`config.mk`:
```
export PLATFORM = sky130hd
export DESIGN_NAME = rpr_sqrt_cell
export DESIGN_NICKNAME = d
export VERILOG_FILES = /design/src/sv/rpr_sqrt_cell.sv
export SDC_FILE = /design/constraint.sdc
export NUM_CORES = 1
export LEC_CHECK = 0
export ABC_AREA = 1
export CORE_MARGIN = 2
export CORE_UTILIZATION = 55
export CTS_CLUSTER_DIAMETER = 40
export DETAILED_ROUTE_END_ITERATION = 10
export DONT_BUFFER_PORTS = 1
export HOLD_SLACK_MARGIN = 0.08
export PLACE_DENSITY_LB_ADDON = 0.25
export REMOVE_ABC_BUFFERS = 1
export SYNTH_ARGS = -nofsm -noshare
export SYNTH_HDL_FRONTEND = slang
export SYNTH_SLANG_ARGS = --single-unit
```
`constraint.sdc`:
```
create_clock -name clk -period 6.1 [get_ports clk]
set_input_delay 1.83 -clock clk [delete_from_list [all_inputs] [get_ports clk]]
set_output_delay 1.83 -clock clk [all_outputs]
set_load 0.01 [all_outputs]
```
`src/sv/rpr_sqrt_cell.sv`:
```
// one bit of a pipelined integer square root
module rpr_sqrt_cell #(
  parameter int BIT = 0
) (
  input  logic        clk,
  input  logic        en,
  input  logic [63:0] rem_in,
  input  logic [31:0] root_in,
  output logic [63:0] rem_out,
  output logic [31:0] root_out
);

  logic [64:0] trial;
  logic        take;

  assign trial = ({33'b0, root_in} << (BIT + 1)) + (65'd1 << (2 * BIT));
  assign take  = {1'b0, rem_in} >= trial;

  always_ff @(posedge clk) begin
    if (en) begin
      rem_out  <= take ? 64'({1'b0, rem_in} - trial) : rem_in;
      root_out <= take ? (root_in | (32'd1 << BIT)) : root_in;
    end
  end

endmodule

```
# After elaboration in Yosys (flattened, before gate mapping)
# Index checks and enable logic that the tools add are counted.
# classes
n_addsub,2
magnitude_cmp,1
muxes,1
# ops
operator,count
$ge 64x34->1,1
$mux 64,1
$sub 64x34->64,1
$add 33x1->34 const B,1
# totals
output_inout_bits,96
in_bits,98
regBits,96
word_cells,7

# Longest topological paths before layout
# logic_depth
ltp_word,3
depth_mapped,15
depth_no_buf,15

# Worst setup path before layout
# No wires, ideal clock.
# synth_path
path_type,input to register
from,in root_in[0]
to,reg root_out[0] (data pin)
setup_ps,256
path_stages,14
t_arrival_ps,3444
slack_ps,2400
required_time_ps,5844
n_path_buf,2
cell_sequence,inv_1 > fa_1 > nand3_1 > nand3_2 > nand2_1 > nand2_1 > nand2_1 > nand2_2 > nand2_1 > nand2_2 > a21oi_4 > buf_8 > buf_6 > nand2_1
# synth_via
elab_chain_len,2
# synth_rtl
element,line_no,source
start: declaration,8,"input logic [31:0] root_in,"
$add 33x1->34,16,"assign trial = ({33'b0, root_in} << (BIT + 1)) + (65'd1 << (2 * BIT));"
$ge 64x34->1,17,"assign take = {1'b0, rem_in} >= trial;"
end signal: assignment,22,root_out <= take ? (root_in | (32'd1 << BIT)) : root_in;
end: declaration,10,output logic [31:0] root_out
# Parallel ways exist; a longest one is shown, timed or not.
# A chain may end at the register's enable or synchronous reset.

# Worst setup path in the final report
# layout_path
from,in root_in[0]
to,reg rem_out[20] (data pin)
# layout_via
elab_chain_len,3
word_cells_on_any_way,4
cone_classes,add/sub: 2; order compare: 1; mux: 1
# layout_rtl
element,line_no,source
$add 33x1->34 (*),16,
$sub 64x34->64 / $ge 64x34->1 (equally long branches),"21, 17",
$mux 64 (*),21,"rem_out <= take ? 64'({1'b0, rem_in} - trial) : rem_in;"
end signal: assignment,21,
end: declaration,9,"output logic [63:0] rem_out,"
# Every way passes the cells marked *; elsewhere a longest branch is shown, timed or not.

==> summary.txt <==
Global routing
  – First-pass GRT wire length: 33,900 µm
  – Initial antenna violation count: 0
  – GRT Total Usage: 29.8%
  – Largest net degree at the start of global routing: 97
  – Total global routing overflow: 0
  – Vias in the first global route: 6,386

Route
  – First drt pass iteration count: 5
  – Antenna Violating Nets Remaining: 0
  – Vias: 6,892
  – Vias per cell: 5.25
  – Drt wl/cell: 17.0 µm
  – Drt total wl: 22,400 µm
  – Initial drt markers: 582
  – Number of remaining DRC errors: 0

Placement
  – GPL Wtd Cong: 0.936
  – Input/output buffers: 0
  – Placed cells: 1,298
  – DP Wirelength: 18,200 µm
  – Area after DPL: 7950 µm²

Clock network
  – TritonCTS clock tree: yes
  – CTS sink count: 96
  – Root Buffer: clkbuf_16
  – Post-CTS setup buffer count: 0
  – Longest Clk Path Bufs: 2
  – CTS buffer count: 9
  – Cts hold-fix bufs: 0
  – H-tree depth: 3
  – Cts repair resizes: 0
  – Clock Pin Slew Worst Setup and Hold Paths: 0.07 ns

Power
  – Sw Share: 31.3%
  – Flop pwr share: 49.6%
  – Max VDD drop: 0.122 mV
  – Clk pwr share: 29.6%
  – Leakage: 4.05 nW
  – Logic pwr share: 20.8%
  – Power Internal: 1.23 mW
  – Power consumption: 1.79 mW
  – PD cells: 217 nW/µm²
  – Sw power: 0.559 mW

Critical path
  – CP arrival: 4.31 ns
  – Crit path kind: primary input to flop
  – Startpoint Class: primary input
  – Setup crit end kind: flop
  – CP required: 6.20 ns
  – Max FO, Critical Path: 48

Synthesis
  – Synth area leader: edfxtp_1
  – Post-synth cell types: 35
  – Most instantiated library cell after synthesis: nand2_1
  – Post-Syn Instances: 1,126
  – Yosys synthesis warning count: 0
  – Syn_area_per_cell: 6.94 µm²
  – EDFF count, synth: 96
  – Post-synth top area share: 36.9%
  – Post-synth top cells: 437 x nand2_1, 215 x inv_1, 118 x nor2_1
  – Synth area leaders: edfxtp_1 37%, nand2_1 21%, inv_1 10%
  – Predominant post-synthesis flop cell: edfxtp_1
  – Asr flop ratio synth: 0%
  – Post-Syn Area: 7810 µm²
  – Seq/Total Area, Yosys: 36.9%
  – Seq cells post-synth: 96

STA
  – Actual slew at the worst max-slew pin: 0.807 ns
  – Final hold violation count: 0
  – Crit path time final: 4.21 ns
  – Achievable Freq: 0.238 GHz
  – Final setup fails: 0
  – Final TNS setup: 0 ns
  – Worst slew margin: 46.1%
  – Max-slew violations: 0
  – Hold WS: 1.56 ns
  – RSZ-0062 raised after global routing: false
  – Crit share post-route: 69.0%

Die
  – IO Pins: 194
  – Core area: 13,900 µm²
  – Chip width: 123 µm
  – Area of the die: 15,200 µm²
  – Die Span Y: 123 µm
  – Starting Density: 56.3%
  – Row Count: 43

Final layout
  – Layout cells sized above 1: 8.12%
  – Antenna cell count: 0
  – Fin cells: 1,313
  – Reg area: 2880 µm²
  – Multi-input gate area: 3990 µm²
  – Fillcell total: 1,337
  – Area Overhead vs Synth: 5.12%
  – Design Area, Final: 8220 µm²
  – Final Net Count: 1,261

Run
  – Max-cap violation count: 0

Status
  – Status: complete, no violations

Min path
  – Min-delay worst type: primary input to flop
  – Cells on Worst Hold Path: 0
## worst max-delay path, cell delays in order
cell and delay (ns):
inv_1 0.06, fa_1 0.45, nand3_1 0.12, nand3_2 0.13
nand2_1 0.09, nand2_1 0.08, nand2_1 0.08, nand2_2 0.09
nand2_1 0.09, nand2_2 0.09, a21oi_4 0.66, buf_12 0.37
o21ai_2 0.10
## layout by cell type (no fill, tap or decap), types with 4 or more instances in the layout
cell type,n
clkbuf_16,9
nor3_1,14
o21ai_2,17
nand2_1,437
nand2_4,10
o21ai_1,4
a21oi_1,24
xor2_1,10
inv_2,4
inv_1,215
a21oi_2,29
ha_1,33
xnor2_1,20
nand4_1,6
nand3_1,52
edfxtp_1,96
nand2_2,6
nor2_1,118
## per-stage QoR
step                      util, %  setup WS (ns)
final                        59.2           1.89
after global routing         59.2           1.75
after CTS                    59.2           1.92
after detailed placement     57.3           1.56
after global placement       57.3           1.61
after floorplan                 -          0.869
## final timing paths
kind / startpoint / end / slack [ns]
worst max-delay path: root_in[0] / rem_out[20] / 1.89
worst min-delay path: root_in[9] / root_out[9] / 1.56
## cells by family (layout without fill, tap and decap cells)
logic type	Yosys count	in the layout	synth area share (%)
AND/OR/NAND/NOR	654	654	34.4
buffers and inverters	230	237	12.0
flip-flops	96	96	36.9
AO/OA/AOI/OAI	82	82	7.73
adder cells (fa/ha/maj)	34	34	5.54
XOR/XNOR	30	30	3.36
## power groups by stage
stage,combinational (mW),sequential (mW),clock (mW)
global placement,0.360,0.900,0
CTS,0.367,0.888,0.537
global route,0.416,0.894,0.557
finish,0.371,0.885,0.529
floorplan,0.280,0.889,0
detailed placement,0.365,0.901,0
## routing by layer
metal	vias up	share of wire, %	track usage [%]
met5	-	0	0
met2	264	45	45.9
li1	3479	-	-
met3	30	9.1	7.61
met4	0	2.2	9.23
met1	3119	44	40.9
## state kept, by name, summed over array words and instances (netlist names)
register	flops
rem_out	64
root_out	32
## area by class of cell
class,count,area share [%]
clock buffers,10,2.79
clock inverters,5,0.411
inverters,220,10.1
multi-input cells,800,48.6
flip-flops and latches,96,35.1
well taps,180,2.74
repair buffers,2,0.335
No activity file was read; power rests on OpenSTA's default activity.
