<file path="src/sv/rpr_div_cell.sv">
// one quotient bit of a pipelined restoring divider
module rpr_div_cell #(
  parameter int BIT = 0
) (
  input  logic        clk,
  input  logic        en,
  input  logic [31:0] den_in,
  input  logic [63:0] rem_in,
  input  logic [40:0] quo_in,
  output logic [31:0] den_out,
  output logic [63:0] rem_out,
  output logic [40:0] quo_out
);

  logic [72:0] sub;
  logic        take;

  assign sub  = {41'b0, den_in} << BIT;
  assign take = {9'b0, rem_in} >= sub;

  always_ff @(posedge clk) begin
    if (en) begin
      den_out <= den_in;
      rem_out <= take ? 64'({9'b0, rem_in} - sub) : rem_in;
      quo_out <= take ? (quo_in | (41'd1 << BIT)) : quo_in;
    end
  end

endmodule

</file>
<file path="config.mk">
export PLATFORM = sky130hd
export DESIGN_NAME = rpr_div_cell
export DESIGN_NICKNAME = d
export VERILOG_FILES = /design/src/sv/rpr_div_cell.sv
export SDC_FILE = /design/constraint.sdc
export NUM_CORES = 1
export LEC_CHECK = 0
export BUFFER_PORTS_ARGS = -buffer_cell sky130_fd_sc_hd__buf_2
export CAP_MARGIN = 20
export CORE_ASPECT_RATIO = 1.25
export CORE_MARGIN = 1.5
export CORE_UTILIZATION = 52
export DETAILED_ROUTE_END_ITERATION = 7
export PLACE_DENSITY_LB_ADDON = 0.2
export SYNTH_ARGS = -nofsm -noshare
export SYNTH_HDL_FRONTEND = slang
export SYNTH_SLANG_ARGS = --single-unit
</file>
<file path="constraint.sdc">
create_clock -name clk -period 5.8 [get_ports clk]
set_clock_uncertainty 0.15 [all_clocks]
set_input_delay 0.87 -clock clk [delete_from_list [all_inputs] [get_ports clk]]
set_output_delay 0.87 -clock clk [all_outputs]
set_load 0.02 [all_outputs]
</file>
# Yosys cells after proc, flatten, opt, wreduce, memory -nomap -nowiden
# Index checks and enable logic that the tools add are counted.
op_classes:
  add_sub_neg: 1
  n_mul: 0
  n_div: 0
  n_lt_le_gt_ge: 1
  n_eq_ne: 0
  shift: 0
  n_mux: 1
  bitwise: 0
  reduce_logical: 0
op_table:
  columns: ["cell", "count"]
  rows:
  - ["greater-or-equal comparator 64 x 32 -> 1 bit", 1]
  - ["two-way mux 64 bit", 1]
  - ["subtractor 64 x 32 -> 64 bit", 1]
word_totals:
  reg_bits: 137
  latchBits: 0
  mem_bits_rw: 0
  rom_bits: 0
  in_bits: 139
  wordCells: 7
  n_memories: 0

# Depth between registers and ports, before layout
logic_depth:
  ltp_word: 2
  ltp_mapped: 13
  mapped_depth_nobuf: 11

# Least setup slack after synthesis
# OpenSTA, ideal clock, no wires.
synth_path:
  path_kind: "input to register"
  from: "in rem_in[0]"
  to: "reg rem_out[39] (data pin)"
  setup_ps: 258
  t_arrival_ps: 3314
  setup_slack_ps: 2079
  path_stages: 11
  path_buffers: 0
  cell_sequence: "inv_1 ha_1 fa_1 nor2b_1 o2111ai_1 a211oi_1 nor2_1 o211ai_2 o21ai_1 or4b_1 xnor2_1"
synth_between:
  elab_chain_cells: 2
  word_cells_on_any_way: 3
  cone_classes: "add/sub: 1; order compare: 1; mux: 1"
synth_lines:
  columns: ["item", "line", "rtl"]
  rows:
  - ["start, declared", "8", "input logic [63:0] rem_in,"]
  - ["subtractor 64 x 32 -> 64 bit / greater-or-equal comparator 64 x 32 -> 1 bit (equally long branches)", "24, 19", null]
  - ["two-way mux 64 bit (*)", "24", "rem_out <= take ? 64'({9'b0, rem_in} - sub) : rem_in;"]
  - ["end signal, assigned", "24", null]
  - ["end, declared", "11", "output logic [63:0] rem_out,"]
# Every way passes the cells marked *; elsewhere a longest branch is shown, timed or not.
# A chain may end at the register's enable or synchronous reset.

# Worst setup path after layout
layout_path:
  from: "in den_in[0]"
  to: "reg rem_out[39] (data pin)"
layout_between:
  elab_chain_cells: 2
  word_cells_on_any_way: 3
  cone_classes: "add/sub: 1; order compare: 1; mux: 1"
layout_lines:
  columns: ["item", "line", "rtl"]
  rows:
  - ["start, declared", "7", "input logic [31:0] den_in,"]
  - ["subtractor 64 x 32 -> 64 bit / greater-or-equal comparator 64 x 32 -> 1 bit (equally long branches)", "24, 19", null]
  - ["two-way mux 64 bit (*)", "24", null]
# Marked as above.

==> impl_results.rst <==
.. list-table::
   :header-rows: 1

   * - Metric
     - Value
   * - Outcome
     - finished, final reports clean
   * - Crit path DAT
     - 4010 ps
   * - CTS resizes
     - 0
   * - Share of layout cells above drive strength 1
     - 34.00%
   * - # clock sinks
     - 137
   * - Mux share of post-synthesis cell area
     - 0.1543%
   * - All-Layer GR Usage
     - 28.74%
   * - Power Density
     - 317.9 nW/um2
   * - Slew headroom
     - 40.93%
   * - DRC violation total after the first TritonRoute iteration
     - 372
   * - Beginning of the critical path
     - den_in[0]
   * - Cell area after technology mapping
     - 7296 um2
   * - Antenna violations before repair
     - 0
   * - Number of global-route vias before repair
     - 6087
   * - Clk pin slew, worst setup/hold paths
     - 70 ps
   * - Number of placed I/O pins
     - 276
   * - Via total after detailed routing
     - 6269
   * - P_leak
     - 3.982 nW
   * - Setup tns final
     - 0 ps
   * - Share of synthesized cell area in full adder, half adder and majority cells
     - 5.762%
   * - Count of different cell masters after synthesis
     - 61
   * - Area of placed instances
     - 8836 um2
   * - RSZ-0062 raised after global routing
     - no
   * - First-pass GRT wire length
     - 31.64 mm
   * - Hold buffer count at CTS
     - 0
   * - Post-synth EDFFs
     - 137
   * - Hold Violations, Final
     - 0
   * - Die Width
     - 108.9 um
   * - Final instance area
     - 9469 um2
   * - Leading area contributor after synthesis
     - sky130_fd_sc_hd__edfxtp_1
   * - Max Root-Sink Buffers
     - 2
   * - Initial standard-cell utilization of the core
     - 53.05%
   * - YS warnings
     - 0
   * - Clock period minus final worst setup slack
     - 3983 ps
   * - Sequential-to-total area share from yosys stat
     - 56.39%
   * - DRC violation count after routing
     - 0
   * - Mapped Nets
     - 826
   * - Area of the core
     - 13750 um2
   * - Synthesized area per cell
     - 11.16 um2
   * - CTS root buffer
     - sky130_fd_sc_hd__clkbuf_16
   * - Count of pins over their slew limit
     - 0
   * - Worst Path Required
     - 5820 ps
   * - Routed wire length
     - 21.02 mm
   * - Simple-Gate Fraction of Synth Area
     - 15.47%
   * - Half-perimeter wire length after detailed placement
     - 16.17 mm
   * - Post-CTS setup repair buffer count
     - 0
   * - Maximum fanout along the worst path
     - 7
   * - Top-area cell type share of the netlist area
     - 56.39%
   * - Number of buffers added on ports
     - 275
   * - H-Tree Level Count
     - 4
   * - Mapped Cells
     - 654
   * - Number of nets in the finished design
     - 1103
   * - Maximum operating frequency
     - 251.1 MHz
   * - CTS tree
     - built
   * - Number of setup violations in the final report
     - 0
   * - Die area
     - 14750 um2
   * - Max capacitance violation total
     - 0
   * - Post-synthesis share of cell area spent on xor and xnor gates
     - 7.323%
   * - Top cell types by occurrence after synthesis
     - sky130_fd_sc_hd__edfxtp_1 (137), sky130_fd_sc_hd__nand2_1 (71), sky130_fd_sc_hd__a21oi_1 (44), sky130_fd_sc_hd__nor2_1 (43), sky130_fd_sc_hd__inv_1 (40)
   * - CP Capture Type
     - flip-flop
   * - Pin slew with the least headroom to its limit
     - 884.0 ps
   * - Complex-gate fraction of the synthesized area
     - 11.70%
   * - Top post-synthesis cells by area
     - sky130_fd_sc_hd__edfxtp_1 (56%), sky130_fd_sc_hd__ha_1 (5.5%), sky130_fd_sc_hd__xnor2_1 (4.0%)
   * - Count of state elements after synthesis
     - 137
   * - Period utilization
     - 68.66%
   * - Detail Route Antenna Nets
     - 0
   * - Main combinational cell family by area after synthesis
     - simple AND/OR/NAND/NOR gates
   * - Synth-to-Final Area Change
     - 29.79%
   * - Worst IR drop on VDD
     - 0.0001763 V
   * - Final routed wire length divided by cell count
     - 18.77 um
   * - Rows
     - 48
   * - Floorplan die height
     - 135.4 um
   * - Most used DFF post-synth
     - sky130_fd_sc_hd__edfxtp_1
   * - Detailed Routing Iterations Pass 1
     - 5
   * - Total placed cells including tap cells
     - 1087
   * - Worst-case hold slack
     - 471.0 ps
   * - Overflow after GRT
     - 0
   * - Inserted Clock Buffers
     - 17
   * - Most frequently used cell type in the post-synthesis netlist
     - sky130_fd_sc_hd__edfxtp_1
   * - Final RePlAce weighted congestion
     - 0.9484
   * - Startpoint type of the worst setup path
     - input port
   * - Type of the tightest min-delay check
     - input port to flip-flop
   * - Number of cells in the finished layout apart from fillers
     - 1120
   * - Pre-CTS worst setup slack
     - 1453 ps
   * - Worst Setup Slack, final
     - 1817 ps
   * - Maximum number of pins on one net before global-route repair
     - 85
   * - Async SR Flop Fraction
     - 0%
   * - Type of the setup path with the least slack
     - input port to flip-flop
   * - Startpoint of the worst hold path
     - quo_in[6]
   * - Via count normalized by instance count
     - 5.597
state kept, by name, indices dropped and copies added, names as in the netlist:
| name | flops |
|---|---|
| quo_out | 41 |
| den_out | 32 |
| rem_out | 64 |
cells in the final DEF, fill, tap and decap left out, drive strengths merged, types with 5 or more instances in the layout:
cell type,instances
nor4,11
nand2,71
inv,48
o21ai,51
xor2,28
nand4,13
buf,278
a21o,6
ha,32
nor3,17
edfxtp,137
nor2,44
nand3,14
a211oi,6
o21a,5
a21oi,44
or4,8
clkbuf,17
nand2b,7
or3,13
nor2b,5
xnor2,33
layout make-up:
type                    instances  area (um2)
fillers                      1082        4284
flip-flops and latches        137        4114
multi-input cells             457        2948
repair buffers                278        1405
clock buffers                  17       425.4
well taps                     175       219.0
clock inverters                15       205.2
inverters                      40       150.1
diodes                          1       2.502
metal layers:
metal | vias up | share of wire [%] | GRT usage (%) | routed length (um)
met5 | - | 0 | 0 | 0
met4 | 0 | 2.7 | 11.04 | 560
met3 | 49 | 8.6 | 6.494 | 1804
met2 | 327 | 51 | 50.63 | 10820
met1 | 2905 | 37 | 33.65 | 7830
li1 | 2988 | - | - | -
where the power goes:
part	internal (mW)	switching [mW]
combinational	0.211	0.393
clock	0.696	0.473
sequential	1.21	0.0251
cell families after synthesis:
logic type | Yosys count
AND/OR/NAND/NOR | 221
AO/OA/AOI/OAI | 141
flip-flops | 137
XOR/XNOR | 61
buffers and inverters | 60
adder cells (fa/ha/maj) | 33
multiplexers | 1
worst paths after layout:
kind	end	slack [ps]	cells after the start
setup / recovery	rem_out[39]	1820	11
hold / removal	quo_out[6]	470	1
worst max-delay path, stage by stage:
cell,delay [ps]
sky130_fd_sc_hd__buf_2,110
sky130_fd_sc_hd__ha_1,220
sky130_fd_sc_hd__fa_1,410
sky130_fd_sc_hd__nor2b_1,160
sky130_fd_sc_hd__o2111ai_1,210
sky130_fd_sc_hd__a211oi_1,360
sky130_fd_sc_hd__nor2_1,160
sky130_fd_sc_hd__o211ai_2,420
sky130_fd_sc_hd__o21ai_1,310
sky130_fd_sc_hd__or4b_1,620
sky130_fd_sc_hd__xnor2_1,150
metrics by stage:
stage | total power [mW] | util (%)
floorplan | 1.616 | -
global placement | 1.851 | 64.25
detailed placement | 1.858 | 64.25
CTS | 3.018 | 68.83
global route | 3.111 | 68.83
finish | 3.010 | 68.85
(Power assumes the default switching activity.)
